**src/hw/rtl/gsm7_septet_packer_macros.svh**
```systemverilog
// Assertion macros used by the septet packer back end.
`ifndef GSM7_SEPTET_PACKER_MACROS_SVH
`define GSM7_SEPTET_PACKER_MACROS_SVH

// The property must hold at every clock edge outside reset.
`define GSP_ASSERT(label, prop, msg) \
  label: assert property (@(posedge clk_i) disable iff (!rst_ni) (prop)) else $error(msg);

// The condition must never be true at a clock edge outside reset.
`define GSP_ASSERT_NEVER(label, cond, msg) \
  label: assert property (@(posedge clk_i) disable iff (!rst_ni) !(cond)) else $error(msg);

`endif

```
**src/hw/rtl/gsp_pkg.sv**
```systemverilog
// Types, constants and the character table of the septet packer.
package gsp_pkg;

  localparam logic [6:0] EscSeptet = 7'h1B;
  localparam logic [6:0] CrSeptet  = 7'h0D;

  localparam int unsigned SeptetW = 7;
  localparam int unsigned WorkW   = 21;
  localparam int unsigned CntW    = 5;

  localparam int unsigned QDepth = 2;
  localparam int unsigned QPtrW  = $clog2(QDepth);
  localparam int unsigned QCntW  = $clog2(QDepth + 1);

  typedef struct packed {
    logic [6:0] septet;
    logic       ext;
    logic       bad;
    logic       final_char;
  } sept_entry_t;

  typedef struct packed {
    logic [7:0] out_byte;
    logic       is_last;
    logic       bad_char;
  } out_word_t;

  function automatic sept_entry_t classify(logic [7:0] c, logic fin);
    sept_entry_t e;
    e.septet     = c[6:0];
    e.ext        = 1'b0;
    e.bad        = 1'b0;
    e.final_char = fin;
    unique case (c) inside
      8'h40: e.septet = 7'h00;
      8'h24: e.septet = 7'h02;
      8'h0A: e.septet = 7'h0A;
      8'h5F: e.septet = 7'h11;
      8'h5E: begin e.septet = 7'h14; e.ext = 1'b1; end
      8'h7B: begin e.septet = 7'h28; e.ext = 1'b1; end
      8'h7D: begin e.septet = 7'h29; e.ext = 1'b1; end
      8'h5C: begin e.septet = 7'h2F; e.ext = 1'b1; end
      8'h5B: begin e.septet = 7'h3C; e.ext = 1'b1; end
      8'h7E: begin e.septet = 7'h3D; e.ext = 1'b1; end
      8'h5D: begin e.septet = 7'h3E; e.ext = 1'b1; end
      8'h7C: begin e.septet = 7'h40; e.ext = 1'b1; end
      [8'h20:8'h23], [8'h25:8'h3F], [8'h41:8'h5A], [8'h61:8'h7A]: e.septet = c[6:0];
      default: begin
        e.septet = '0;
        e.bad    = 1'b1;
      end
    endcase
    return e;
  endfunction

endpackage

```
**src/hw/rtl/gsp_front.sv**
```systemverilog
// Front end: maps each character to a septet and queues it for the packer.
module gsp_front import gsp_pkg::*; (
  input  logic        clk_i,
  input  logic        rst_ni,
  input  logic        push,
  output logic        full,
  input  logic [7:0]  char_code_i,
  input  logic        is_final_char_i,
  output logic        entry_valid_o,
  output sept_entry_t entry_o,
  input  logic        entry_take_i
);

  sept_entry_t            mem_q [QDepth];
  logic [QPtrW-1:0]       wr_ptr_q, wr_ptr_d;
  logic [QPtrW-1:0]       rd_ptr_q, rd_ptr_d;
  logic [QCntW-1:0]       cnt_q, cnt_d;
  logic                   wr_en;
  logic                   rd_en;

  assign full          = (cnt_q == QCntW'(QDepth));
  assign entry_valid_o = (cnt_q != '0);
  assign entry_o       = mem_q[rd_ptr_q];
  assign wr_en         = push && !full;
  assign rd_en         = entry_take_i && entry_valid_o;

  always_comb begin
    wr_ptr_d = wr_en ? QPtrW'(wr_ptr_q + 1'b1) : wr_ptr_q;
    rd_ptr_d = rd_en ? QPtrW'(rd_ptr_q + 1'b1) : rd_ptr_q;
    cnt_d    = cnt_q;
    if (wr_en && !rd_en) begin
      cnt_d = QCntW'(cnt_q + 1'b1);
    end else if (rd_en && !wr_en) begin
      cnt_d = QCntW'(cnt_q - 1'b1);
    end
  end

  always_ff @(posedge clk_i or negedge rst_ni) begin
    if (!rst_ni) begin
      wr_ptr_q <= '0;
      rd_ptr_q <= '0;
      cnt_q    <= '0;
    end else begin
      wr_ptr_q <= wr_ptr_d;
      rd_ptr_q <= rd_ptr_d;
      cnt_q    <= cnt_d;
    end
  end

  always_ff @(posedge clk_i) begin
    if (wr_en) begin
      mem_q[wr_ptr_q] <= classify(char_code_i, is_final_char_i);
    end
  end

endmodule

```
**src/hw/rtl/gsp_back.sv**
```systemverilog
// Back end: packs septets into octets and holds finished words for the consumer.
`include "gsm7_septet_packer_macros.svh"

module gsp_back import gsp_pkg::*; (
  input  logic        clk_i,
  input  logic        rst_ni,
  input  logic        entry_valid_i,
  input  sept_entry_t entry_i,
  output logic        entry_take_o,
  output logic        empty,
  input  logic        pop,
  output out_word_t   word_o
);

  logic [WorkW-1:0]     work_bits_q, work_bits_d;
  logic [CntW-1:0]      work_cnt_q, work_cnt_d;
  logic                 work_final_q, work_final_d;
  logic                 busy_q, busy_d;

  out_word_t            out_mem_q [QDepth];
  logic [QPtrW-1:0]     out_wr_q, out_wr_d;
  logic [QPtrW-1:0]     out_rd_q, out_rd_d;
  logic [QCntW-1:0]     out_cnt_q, out_cnt_d;
  logic                 out_full;
  logic                 out_push;
  logic                 out_pop;
  out_word_t            out_word;

  logic [2*SeptetW-1:0] payload;
  logic [WorkW-1:0]     merged_bits;
  logic [CntW-1:0]      merged_cnt;
  logic [CntW-1:0]      cnt_after;

  assign out_full = (out_cnt_q == QCntW'(QDepth));
  assign empty    = (out_cnt_q == '0);
  assign out_pop  = pop && !empty;
  assign word_o   = out_mem_q[out_rd_q];

  always_comb begin
    payload     = entry_i.ext ? {entry_i.septet, EscSeptet} : {7'b0, entry_i.septet};
    merged_bits = work_bits_q | (WorkW'(payload) << work_cnt_q);
    merged_cnt  = work_cnt_q + (entry_i.ext ? CntW'(2 * SeptetW) : CntW'(SeptetW));
    cnt_after   = work_cnt_q - CntW'(8);
  end

  always_comb begin
    work_bits_d  = work_bits_q;
    work_cnt_d   = work_cnt_q;
    work_final_d = work_final_q;
    busy_d       = busy_q;
    entry_take_o = 1'b0;
    out_push     = 1'b0;
    out_word     = '{out_byte: work_bits_q[7:0], is_last: 1'b0, bad_char: 1'b0};
    if (busy_q) begin
      if (!out_full) begin
        out_push = 1'b1;
        if (work_cnt_q >= CntW'(8)) begin
          out_word.is_last = work_final_q && (work_cnt_q == CntW'(8));
          work_bits_d      = work_bits_q >> 8;
          work_cnt_d       = cnt_after;
          busy_d           = (cnt_after >= CntW'(8)) || (work_final_q && cnt_after != '0);
        end else begin
          if (work_cnt_q == CntW'(1)) begin
            out_word.out_byte = work_bits_q[7:0] | {CrSeptet, 1'b0};
          end
          out_word.is_last = 1'b1;
          work_bits_d      = '0;
          work_cnt_d       = '0;
          busy_d           = 1'b0;
        end
        if (!busy_d) begin
          work_final_d = 1'b0;
        end
      end
    end else if (entry_valid_i) begin
      if (entry_i.bad) begin
        if (!out_full) begin
          entry_take_o = 1'b1;
          out_push     = 1'b1;
          out_word     = '{out_byte: 8'h00, is_last: 1'b1, bad_char: 1'b1};
          work_bits_d  = '0;
          work_cnt_d   = '0;
        end
      end else begin
        entry_take_o = 1'b1;
        work_bits_d  = merged_bits;
        work_cnt_d   = merged_cnt;
        work_final_d = entry_i.final_char;
        busy_d       = (merged_cnt >= CntW'(8)) || entry_i.final_char;
      end
    end
  end

  always_comb begin
    out_wr_d  = out_push ? QPtrW'(out_wr_q + 1'b1) : out_wr_q;
    out_rd_d  = out_pop ? QPtrW'(out_rd_q + 1'b1) : out_rd_q;
    out_cnt_d = out_cnt_q;
    if (out_push && !out_pop) begin
      out_cnt_d = QCntW'(out_cnt_q + 1'b1);
    end else if (out_pop && !out_push) begin
      out_cnt_d = QCntW'(out_cnt_q - 1'b1);
    end
  end

  always_ff @(posedge clk_i or negedge rst_ni) begin
    if (!rst_ni) begin
      work_bits_q  <= '0;
      work_cnt_q   <= '0;
      work_final_q <= 1'b0;
      busy_q       <= 1'b0;
      out_wr_q     <= '0;
      out_rd_q     <= '0;
      out_cnt_q    <= '0;
    end else begin
      work_bits_q  <= work_bits_d;
      work_cnt_q   <= work_cnt_d;
      work_final_q <= work_final_d;
      busy_q       <= busy_d;
      out_wr_q     <= out_wr_d;
      out_rd_q     <= out_rd_d;
      out_cnt_q    <= out_cnt_d;
    end
  end

  always_ff @(posedge clk_i) begin
    if (out_push) begin
      out_mem_q[out_wr_q] <= out_word;
    end
  end

  // Between characters fewer than eight bits may wait.
  `GSP_ASSERT(a_idle_pending, !busy_q |-> (work_cnt_q < CntW'(8)), "pending bits overflow")
  `GSP_ASSERT(a_work_bound, work_cnt_q <= CntW'(WorkW), "work count out of range")
  `GSP_ASSERT_NEVER(a_push_full, out_push && out_full, "word written into a full queue")
  `GSP_ASSERT_NEVER(a_take_busy, entry_take_o && busy_q, "character taken while packing")
  `GSP_ASSERT(a_last_clears, (out_push && out_word.is_last) |=> (work_cnt_q == '0),
              "state not cleared after the last word")

endmodule

```
**src/hw/rtl/gsm7_septet_packer.sv**
```systemverilog
// GSM-7 septet packer: ASCII characters in, packed GSM-7 octets out. Each
// character enters a two-entry queue and is mapped to its septet there; the
// packer takes a character only while idle and then writes one octet per
// cycle into its two-word result queue while that queue is not full; it
// takes no new character until its pending octets are written. An extension
// character is sent as escape plus septet, a final character flushes the
// partial octet (adding CR when a single bit is left) and marks it last, and
// an unknown character gives one error word with is_last and bad_char set and
// starts a new message.
module gsm7_septet_packer import gsp_pkg::*; (
  input  logic       clk_i,
  input  logic       rst_ni,
  input  logic       push,
  output logic       full,
  input  logic [7:0] char_code_i,
  input  logic       is_final_char_i,
  output logic       empty,
  input  logic       pop,
  output logic [7:0] out_byte_o,
  output logic       is_last_o,
  output logic       bad_char_o
);

  logic        entry_valid;
  logic        entry_take;
  sept_entry_t entry;
  out_word_t   word;

  gsp_front u_front (
    .clk_i,
    .rst_ni,
    .push,
    .full,
    .char_code_i,
    .is_final_char_i,
    .entry_valid_o (entry_valid),
    .entry_o       (entry),
    .entry_take_i  (entry_take)
  );

  gsp_back u_back (
    .clk_i,
    .rst_ni,
    .entry_valid_i (entry_valid),
    .entry_i       (entry),
    .entry_take_o  (entry_take),
    .empty,
    .pop,
    .word_o        (word)
  );

  assign out_byte_o = word.out_byte;
  assign is_last_o  = word.is_last;
  assign bad_char_o = word.bad_char;

endmodule
```
**config.mk**
```make
export PLATFORM = sky130hd
export DESIGN_NAME = gsm7_septet_packer
export DESIGN_NICKNAME = d
export VERILOG_FILES = /design/src/hw/rtl/gsp_pkg.sv /design/src/hw/rtl/gsp_front.sv /design/src/hw/rtl/gsp_back.sv /design/src/hw/rtl/gsm7_septet_packer.sv
export VERILOG_INCLUDE_DIRS = /design/src /design/src/hw/rtl
export SDC_FILE = /design/constraint.sdc
export NUM_CORES = 1
export LEC_CHECK = 0
export BUFFER_PORTS_ARGS = -buffer_cell sky130_fd_sc_hd__buf_2
export CORE_UTILIZATION = 45
export DETAILED_ROUTE_END_ITERATION = 16
export HOLD_SLACK_MARGIN = 0.08
export RECOVER_POWER = 50
export REMOVE_ABC_BUFFERS = 1
export SLEW_MARGIN = 25
export SYNTH_ARGS = -nofsm -noshare
export SYNTH_HDL_FRONTEND = slang
export SYNTH_SLANG_ARGS = --single-unit
```
**constraint.sdc**
```tcl
create_clock -name clk_i -period 2.8 [get_ports clk_i]
set_clock_uncertainty 0.1 [all_clocks]
set_input_delay 0.56 -clock clk_i [delete_from_list [all_inputs] [get_ports clk_i]]
set_output_delay 0.56 -clock clk_i [all_outputs]
set_load 0.01 [all_outputs]
```
==> impl_metrics.ini, run 1 <==
[synthesis]
synth.avg_cell_area_um2 = 9.60
synth_seq_cells = 76
async_reset_ff_share_pct = 47.4
synth_edf_count = 40
synth_top_flop_cell = edfxtp_1
yosys_warnings = 0
synthCells = 472
ys_seq_area_share_pct = 46.4
synth_cell_type_count = 65
synth_area_mm2 = 0.00453

[grt]
grt_max_degree = 37
grt_usage_pct = 22.4
grt_pass1_wl_mm = 17.9
grt.overflow.total = 0
grt_pass1_vias = 3611
antenna_found_initial = 0

[routing]
totalWireLength_mm = 10.7
via_per_inst = 5.91
initialDrtViolationCount = 254
detail-route-antenna-nets = 0
firstDrtPassIters = 5
num_vias = 3749
drc = 0
routedWlPerCell_um = 16.8

[cells_and_area]
area_growth_pct = 10.7
fin_area_mm2 = 0.00502
final_core_util_pct = 51.3
diodes = 0
nets = 516
drive_gt1_share_pct = 14.4

[die]
start_util_pct = 46.4
chipHeight_um = 102
pin_count = 25
dieArea_mm2 = 0.0105
die_x_um = 102
coreArea_mm2 = 0.00977
rows = 36

[clocking]
clk_latency_ns = 0.36
cts-root-buf = clkbuf_8
cts_made_buffers = 9
ctsHtreeMaxLevel = 3
post_cts_resized = 0
cts.sinks = 76
clock_path_buffers = 2
clkTransAtPathRegs_ns = 0.08
postCtsSetupBuffers = 0
ctsHoldBuffers = 0
cts_tree = done

[sta]
slew_headroom_pct = -29.6
finalCritPeriodShare_pct = 90.1
finalMaxSlewViolations = 37
worst_slew_pin_slew_ns = 1.94
fmax_ghz = 0.396
hold_slack_ns = 0.285
setup_violations = 0
min_period_ns = 2.52
rsz0062_at_grt = false
hold_violations = 0
fin_tns_setup_ns = 0

[place]
place_area_mm2 = 0.00481
io_buffers = 24
place_congestion = 0.948
post-dp-hpwl_mm = 7.81

[hold_path]
min_from = is_final_char_i
holdPathEnd = u_front.mem_q[1][0]$_DFFE_PP_
hold_class = input port to flip-flop
worstHoldPathCells = 1

[setup_path]
setup.worst_path.class = flip-flop to flip-flop
cp-end-kind = flip-flop
start_kind = flip-flop
r2r_start = u_back.work_cnt_q[0]$_DFFE_PN0P_
arrival_ns = 2.65
critPathMaxFanout = 9
reg2reg_slack_ns = 0.28
rr_worst_depth = 6
reg2reg_to = u_back.work_bits_q[12]$_DFFE_PN0P_
crit_required_ns = 2.93

[status]
violations = capacitance limit, slew limit
status = finished, violations left

[pwr]
p_per_area_mw_per_mm2 = 1170
power.leakage_nw = 2.02
finalPower_mw = 5.85
vdd_drop_max_mv = 0.458

[job]
cap_violations = 1
==> power breakdown <==
group,total (mW),internal (mW),switching (mW),leakage [nW]
clock network,0.934,0.526,0.408,0.107
registers,2.02,1.69,0.326,0.851
logic,2.90,1.17,1.73,1.06
==> cells in the final DEF, fill, tap and decap left out, types with 10 or more instances in the layout <==
cell,count
nor3_1,14
xnor2_1,10
inv_1,21
o21ai_0,29
a21oi_1,21
edfxtp_1,40
dfrtp_1,35
o22ai_1,13
and2_1,10
buf_4,15
nor2_1,40
mux2_2,14
buf_2,19
clkbuf_8,10
nand2_1,55
==> stage by stage <==
stage / cells / setup slack [ns]
2_1_floorplan: 445 / -0.0440
3_3_place_gp: 618 / 0.314
3_5_place_dp: 618 / 0.247
4_1_cts: 634 / 0.207
5_1_grt: 634 / 0.0926
6_report: 634 / 0.277
==> worst max-delay path by stage <==
stage,cells after the start,start,endpoint
after floorplan,6,u_front.rd_ptr_q$_DFFE_PN0P_,u_back.work_bits_q[17]$_DFFE_PN0P_
after global placement,11,u_front.rd_ptr_q$_DFFE_PN0P_,u_back.busy_q$_DFF_PN0_
after detailed placement,11,u_front.rd_ptr_q$_DFFE_PN0P_,u_back.busy_q$_DFF_PN0_
after CTS,6,u_front.rd_ptr_q$_DFFE_PN0P_,u_back.work_bits_q[12]$_DFFE_PN0P_
after global routing,11,u_front.rd_ptr_q$_DFFE_PN0P_,u_back.busy_q$_DFF_PN0_
final,6,u_back.work_cnt_q[0]$_DFFE_PN0P_,u_back.work_bits_q[12]$_DFFE_PN0P_
==> synth_stat cells (all sizes together) (4+ instances only) <==
cell type	n	area (µm²)
mux2	15	169
nor2b	5	31.3
o21ai	32	160
buf	10	63.8
clkbuf	17	65.1
o22ai	13	81.3
o31ai	5	37.5
xnor2	10	87.6
nand2b	10	65.1
and3	8	50.1
a31oi	5	31.3
o211ai	5	37.5
nor3	14	70.1
nor2	41	156
inv	22	82.6
ha	7	87.6
nand3	9	45.0
and2	11	71.3
dfrtp	36	901
edfxtp	40	1200
a22oi	6	45.0
a221oi	4	35.0
xor2	5	43.8
nand2	56	213
mux2i	7	70.1
a21oi	21	105
a221o	6	60.1
a211oi	5	37.5
a222oi	8	80.1
==> per-layer routing <==
layer  part of all wire, %  vias to the layer above  routed length [µm]  GRT usage (%)
met2                    49                      123                5180           37.4
met3                   4.2                       30                 447           2.74
li1                      -                     1797                   -              -
met1                    44                     1799                4680           28.3
met4                   3.4                        0                 358           12.9
met5                     0                        -                   0              0
==> registers in the layout (all words and copies together), names as in the netlist <==
name / count
u_back.out_cnt_q: 2
u_back.work_bits_q: 21
u_front.rd_ptr_q: 1
u_back.work_cnt_q: 5
u_back.busy_q: 1
u_front.mem_q: 20
u_front.wr_ptr_q: 1
u_back.out_wr_q: 1
u_back.out_mem_q: 20
u_front.cnt_q: 2
u_back.out_rd_q: 1
u_back.work_final_q: 1
==> cell type report <==
type	instances	area, µm²
fillers	936	4760
multi-input cells	346	2210
flip-flops and latches	76	2100
repair buffers	40	230
well taps	133	166
clock buffers	12	145
inverters	23	86.3
clock inverters	4	72.6
==> worst max-delay path, stage by stage, from the launching register on <==
cell and delay [ns]:
dfrtp_1 0.48, or2b_1 0.37, o22ai_1 0.14, a221o_1 0.35
mux4_2 0.52, a222oi_1 0.33, o21ai_1 0.11
==> logic make-up after synthesis <==
group                      synth area share [%]
xor gates and xnor gates                   2.90
and+or+nand+nor                            17.6
buffers and inverters                      4.75
adders and majority gates                  1.93
AOI/OAI and AO/OA                          20.0
muxes                                      6.35
DFF                                        46.4
(Power assumes the default switching activity.)
==> run 2: changes to the inputs <==
--- a/config.mk
+++ b/config.mk
@@ -6,7 +6,7 @@
 export SDC_FILE = /design/constraint.sdc
 export NUM_CORES = 1
 export LEC_CHECK = 0
-export BUFFER_PORTS_ARGS = -buffer_cell sky130_fd_sc_hd__buf_2
+export BUFFER_PORTS_ARGS = -buffer_cell sky130_fd_sc_hd__clkbuf_2
 export CORE_UTILIZATION = 45
 export DETAILED_ROUTE_END_ITERATION = 16
 export HOLD_SLACK_MARGIN = 0.08
==> run 2 against run 1 <==
The flow still finishes with violations (capacitance limit, slew limit). Maximum frequency is 0.42% lower. Clock power is 4.1% lower. Highest routed layer unchanged. Sequential power hardly changed. Cell count stayed put. Register-to-register slack hardly changed. Critical path type unchanged. Clock-buffer cell count stayed put. Sequential share of layout area hardly changed. Via count hardly changed. Total power is 0.65% lower. Largest power group unchanged.
==> impl_metrics.ini, run 2 (synthesis gave the netlist of run 1 again) <==
[setup_path]
crit_chain = nand2b_2 -> and2_1 -> ha_1 -> inv_1 -> ha_1 -> nand2b_1 -> a21oi_1 -> xnor2_1 -> or3_1 -> a21oi_1 -> o21ai_0
max_stage_delay_ns = 0.54
reg2reg_slack_ns = 0.27
setup.worst_path.class = flip-flop to flip-flop
rr_worst_depth = 11
r2r_start = u_front.rd_ptr_q$_DFFE_PN0P_
cpMaxStageDelayCell = dfrtp_1
arrival_ns = 2.66
reg2reg_to = u_back.busy_q$_DFF_PN0_
cp-end-kind = flip-flop
crit_required_ns = 2.93
start_kind = flip-flop
critPathMaxFanout = 12

[grt]
grt_usage_pct = 23.0
antenna_found_initial = 0
grt_pass1_wl_mm = 18.1
grt_max_degree = 37
grt_pass1_vias = 3553
grt.overflow.total = 0

[pwr]
p_per_area_mw_per_mm2 = 1160
vdd_drop_max_mv = 0.369
power.leakage_nw = 2.02

[cells_and_area]
fin_area_mm2 = 0.00501
final_cell_mix = nand2_1 (55), nor2_1 (40), edfxtp_1 (40)
final_common_cell = nand2_1
diodes = 0
area_growth_pct = 10.5
largest_reg_flops = 21
regMostFlops = u_back.work_bits_q
nFillCells = 933
nets = 516
reg_top3 = u_back.work_bits_q x21, u_back.out_mem_q x20, u_front.mem_q x20
drive_gt1_share_pct = 14.4

[place]
post-dp-hpwl_mm = 8.33
place_area_mm2 = 0.00481
io_buffers = 24
place_congestion = 0.937

[routing]
routedWlPerCell_um = 17.3
totalWireLength_mm = 11.0
firstDrtPassIters = 5
num_vias = 3746
initialDrtViolationCount = 227
detail-route-antenna-nets = 0
via_per_inst = 5.91
drc = 0

[die]
start_util_pct = 46.4
chipHeight_um = 102
dieArea_mm2 = 0.0105
pin_count = 25
die_x_um = 102
coreArea_mm2 = 0.00977
rows = 36

[hold_path]
min_from = is_final_char_i
holdPathEnd = u_front.mem_q[0][0]$_DFFE_PP_
hold_class = input port to flip-flop
worstHoldPathCells = 1

[clocking]
clk_latency_ns = 0.36
post_cts_resized = 0
postCtsSetupBuffers = 0
cts_made_buffers = 9
ctsHoldBuffers = 0
ctsHtreeMaxLevel = 3
clock_path_buffers = 2
cts-root-buf = clkbuf_8
cts_tree = done
clkTransAtPathRegs_ns = 0.08
cts.sinks = 76

[sta]
hold_violations = 0
rsz0062_at_grt = false
slew_headroom_pct = -32.3
finalCritPeriodShare_pct = 90.5
finalMaxSlewViolations = 37
setup_violations = 0
fmax_ghz = 0.395
min_period_ns = 2.53
hold_slack_ns = 0.292
worst_slew_pin_slew_ns = 1.98

[status]
status = finished, violations left
violations = capacitance limit, slew limit

[job]
cap_violations = 1
[run 2: cell count changes in the layout (fill, tap and decap cells not counted), sizes merged]
cell,before,now
clkbuf,18,37
clkinv,2,1
buf,34,15
bufinv,2,1
inv,22,24
[run 2: power by group]
part	internal, mW	switching (mW)
registers	1.69	0.334
clock network	0.467	0.428
logic	1.17	1.72
total	3.33	2.49
[run 2: layout make-up]
type                    instances  area, µm²  share of cell area (%)
inverters                      23       86.3                    1.72
multi-input cells             346       2210                    44.2
flip-flops and latches         76       2100                    42.0
clock buffers                  12        155                    3.10
clock inverters                 4       55.1                    1.10
repair buffers                 40        230                    4.60
well taps                     133        166                    3.32
[run 2: how the worst max path moves through the flow]
| stage | endpoint | cells after the start | start |
|---|---|---|---|
| after detailed placement | u_back.busy_q$_DFF_PN0_ | 11 | u_front.rd_ptr_q$_DFFE_PN0P_ |
| final | u_back.busy_q$_DFF_PN0_ | 11 | u_front.rd_ptr_q$_DFFE_PN0P_ |
| after floorplan | u_back.work_bits_q[17]$_DFFE_PN0P_ | 6 | u_front.rd_ptr_q$_DFFE_PN0P_ |
| after global routing | u_back.busy_q$_DFF_PN0_ | 11 | u_front.rd_ptr_q$_DFFE_PN0P_ |
| after CTS | u_back.busy_q$_DFF_PN0_ | 11 | u_front.rd_ptr_q$_DFFE_PN0P_ |
| after global placement | u_back.busy_q$_DFF_PN0_ | 11 | u_front.rd_ptr_q$_DFFE_PN0P_ |
[run 2: routing by layer]
layer	vias to the layer above	share of wire, %	GRT usage, %
met2	122	50	40.4
met1	1797	42	27.6
met4	0	2.9	10.4
met3	24	4.3	4.10
li1	1803	-	-
met5	-	0	0
[run 2: critical path, delay by kind of cell, from the launching register on]
family	cells	cell delay [ns]
adders and majority gates	2	0.34
xor gates and xnor gates	1	0.09
DFF	1	0.54
and+or+nand+nor	4	0.89
buffers and inverters	1	0.05
AOI/OAI and AO/OA	3	0.39
[run 2: through the flow]
step                util, %  total power [mW]  setup TNS [ns]  instances  setup slack, ns
floorplan                 -              3.98         -0.0980        445          -0.0440
global placement       49.2              4.91               0        618            0.314
detailed placement     49.2              4.94               0        618            0.282
CTS                    51.3              5.84               0        634            0.266
global route           51.2              6.29               0        634           0.0653
finish                 51.2              5.81               0        634            0.267
==> run 3: changes to the inputs <==
--- a/config.mk
+++ b/config.mk
@@ -12,6 +12,7 @@
 export HOLD_SLACK_MARGIN = 0.08
 export RECOVER_POWER = 50
 export REMOVE_ABC_BUFFERS = 1
+export SETUP_SLACK_MARGIN = 0.3
 export SLEW_MARGIN = 25
 export SYNTH_ARGS = -nofsm -noshare
 export SYNTH_HDL_FRONTEND = slang
==> run 3 against run 2 <==
The run still ends with capacitance limit, slew limit left. Die area unchanged. Clock-buffer cell count unchanged. Sequential share of layout area decreased by 0.47 points. Total power increased by 1.5%. Global-route usage unchanged. Combinational power increased by 3%. Register-to-register slack improved by 0.11 ns. Maximum frequency increased by 4.3%. Design area increased by 1.2%. Critical path type unchanged. Largest cell class unchanged. Highest routed layer unchanged.
==> impl_metrics.ini, run 3 (synthesis gave the netlist of run 1 again) <==
[clocking]
cts.sinks = 76
ctsHtreeMaxLevel = 3
ctsHoldBuffers = 0
cts_tree = done
clk_latency_ns = 0.36
cts-root-buf = clkbuf_8
clkTransAtPathRegs_ns = 0.08
cts_made_buffers = 9
clock_path_buffers = 2

[setup_path]
rr_worst_depth = 8
cp-end-kind = flip-flop
setup.worst_path.class = flip-flop to flip-flop
cpMaxStageDelayCell = mux4_2
crit_top_cell = buf_4
critPathMaxFanout = 9
arrival_ns = 2.56
crit_required_ns = 2.93
max_stage_delay_ns = 0.51
start_kind = flip-flop
crit_chain = buf_4 -> buf_4 -> nand2_4 -> o22ai_1 -> a221o_1 -> mux4_2 -> a222oi_1 -> o21ai_1

[sta]
hold_slack_ns = 0.292
setup_violations = 0
hold_violations = 0
min_period_ns = 2.43
finalCritPeriodShare_pct = 86.7
finalMaxSlewViolations = 37
fin_ws_ns = 0.372
fmax_ghz = 0.412
rsz0062_at_grt = true
worst_slew_pin_slew_ns = 2.00
slew_headroom_pct = -33.3

[place]
io_buffers = 24
pre_cts_ws_ns = 0.282
place_congestion = 0.937
place_area_mm2 = 0.00481
place_inst = 618
post-dp-hpwl_mm = 8.33

[die]
coreArea_mm2 = 0.00977
chipHeight_um = 102
rows = 36
dieArea_mm2 = 0.0105
die_x_um = 102
start_util_pct = 46.4
pin_count = 25

[grt]
antenna_found_initial = 0
grt_usage_pct = 23.0
grt_max_degree = 37
grt.overflow.total = 0
grt_pass1_wl_mm = 18.1
grt_pass1_vias = 3553

[cells_and_area]
final_common_cell = nand2_1
drive_gt1_share_pct = 16.2
largest_reg_flops = 21
nets = 521
regMostFlops = u_back.work_bits_q
fin_cells = 639
fin_area_mm2 = 0.00507
diodes = 0
final_cell_mix = nand2_1 (55), nor2_1 (40), edfxtp_1 (40)
nFillCells = 931
area_growth_pct = 11.9
reg_top3 = u_back.work_bits_q x21, u_back.out_mem_q x20, u_front.mem_q x20

[routing]
firstDrtPassIters = 5
routedWlPerCell_um = 17.4
initialDrtViolationCount = 253
detail-route-antenna-nets = 0
via_per_inst = 5.89
drc = 0
num_vias = 3763
totalWireLength_mm = 11.1

[job]
cap_violations = 1

[status]
status = finished, violations left
violations = capacitance limit, slew limit

[hold_path]
worstHoldPathCells = 1
hold_class = input port to flip-flop

[pwr]
p_per_area_mw_per_mm2 = 1160
power.leakage_nw = 2.05
vdd_drop_max_mv = 0.374
finalPower_mw = 5.90
==> run 3: through the flow <==
stage	util [%]	setup TNS [ns]
finish	51.9	0
global route	51.9	0
CTS	51.4	0
detailed placement	49.2	0
global placement	49.2	0
floorplan	-	-0.0980
==> run 3: critical path, delay by kind of cell, from the launching register on <==
kind | cells | cell delay, ns
AOI/OAI and AO/OA | 4 | 0.84
muxes | 1 | 0.51
DFF | 1 | 0.45
buffers and inverters | 2 | 0.32
and+or+nand+nor | 1 | 0.10
==> run 3: where the power goes <==
part	leakage (nW)	internal, mW	switching (mW)
combinational	1.10	1.22	1.77
clock	0.104	0.468	0.430
sequential	0.851	1.69	0.318
total	2.05	3.38	2.51
==> run 3: layout make-up <==
type | instances | area (µm²) | area share [%]
clock buffer | 12 | 155 | 3.06
clock inverter | 4 | 55.1 | 1.09
inverter | 23 | 86.3 | 1.70
multi-input combinational | 346 | 2230 | 44.0
sequential | 76 | 2100 | 41.5
tap | 133 | 166 | 3.28
timing repair buffer | 45 | 272 | 5.36
==> run 3: worst paths after layout <==
check                                                        from                                  to  slack [ns]
worst max register to register       u_front.rd_ptr_q$_DFFE_PN0P_  u_back.work_bits_q[12]$_DFFE_PN0P_        0.37
worst min register to register  u_back.work_bits_q[8]$_DFFE_PN0P_   u_back.work_bits_q[0]$_DFFE_PN0P_        0.39
worst max-delay path                 u_front.rd_ptr_q$_DFFE_PN0P_  u_back.work_bits_q[12]$_DFFE_PN0P_        0.37
min in group asynchronous                                  rst_ni  u_back.work_bits_q[19]$_DFFE_PN0P_        0.65
worst min-delay path                              is_final_char_i       u_front.mem_q[1][0]$_DFFE_PP_        0.29
max in group asynchronous                                  rst_ni    u_back.work_cnt_q[4]$_DFFE_PN0P_        0.65
==> run 3: what timing repair did <==
| item | in CTS | in global routing |
|---|---|---|
| resized for setup | 1 | 8 |
| setup endpoints to repair | 2 | 7 |
| setup buffers | 0 | 5 |
| pin swaps | 0 | 1 |
==> run 3: metal layers <==
layer	wire, µm	GRT usage, %	vias up
li1	-	-	1810
met1	4700	27.6	1800
met2	5590	40.4	127
met3	503	4.10	26
met4	302	10.4	0
met5	0	0	-
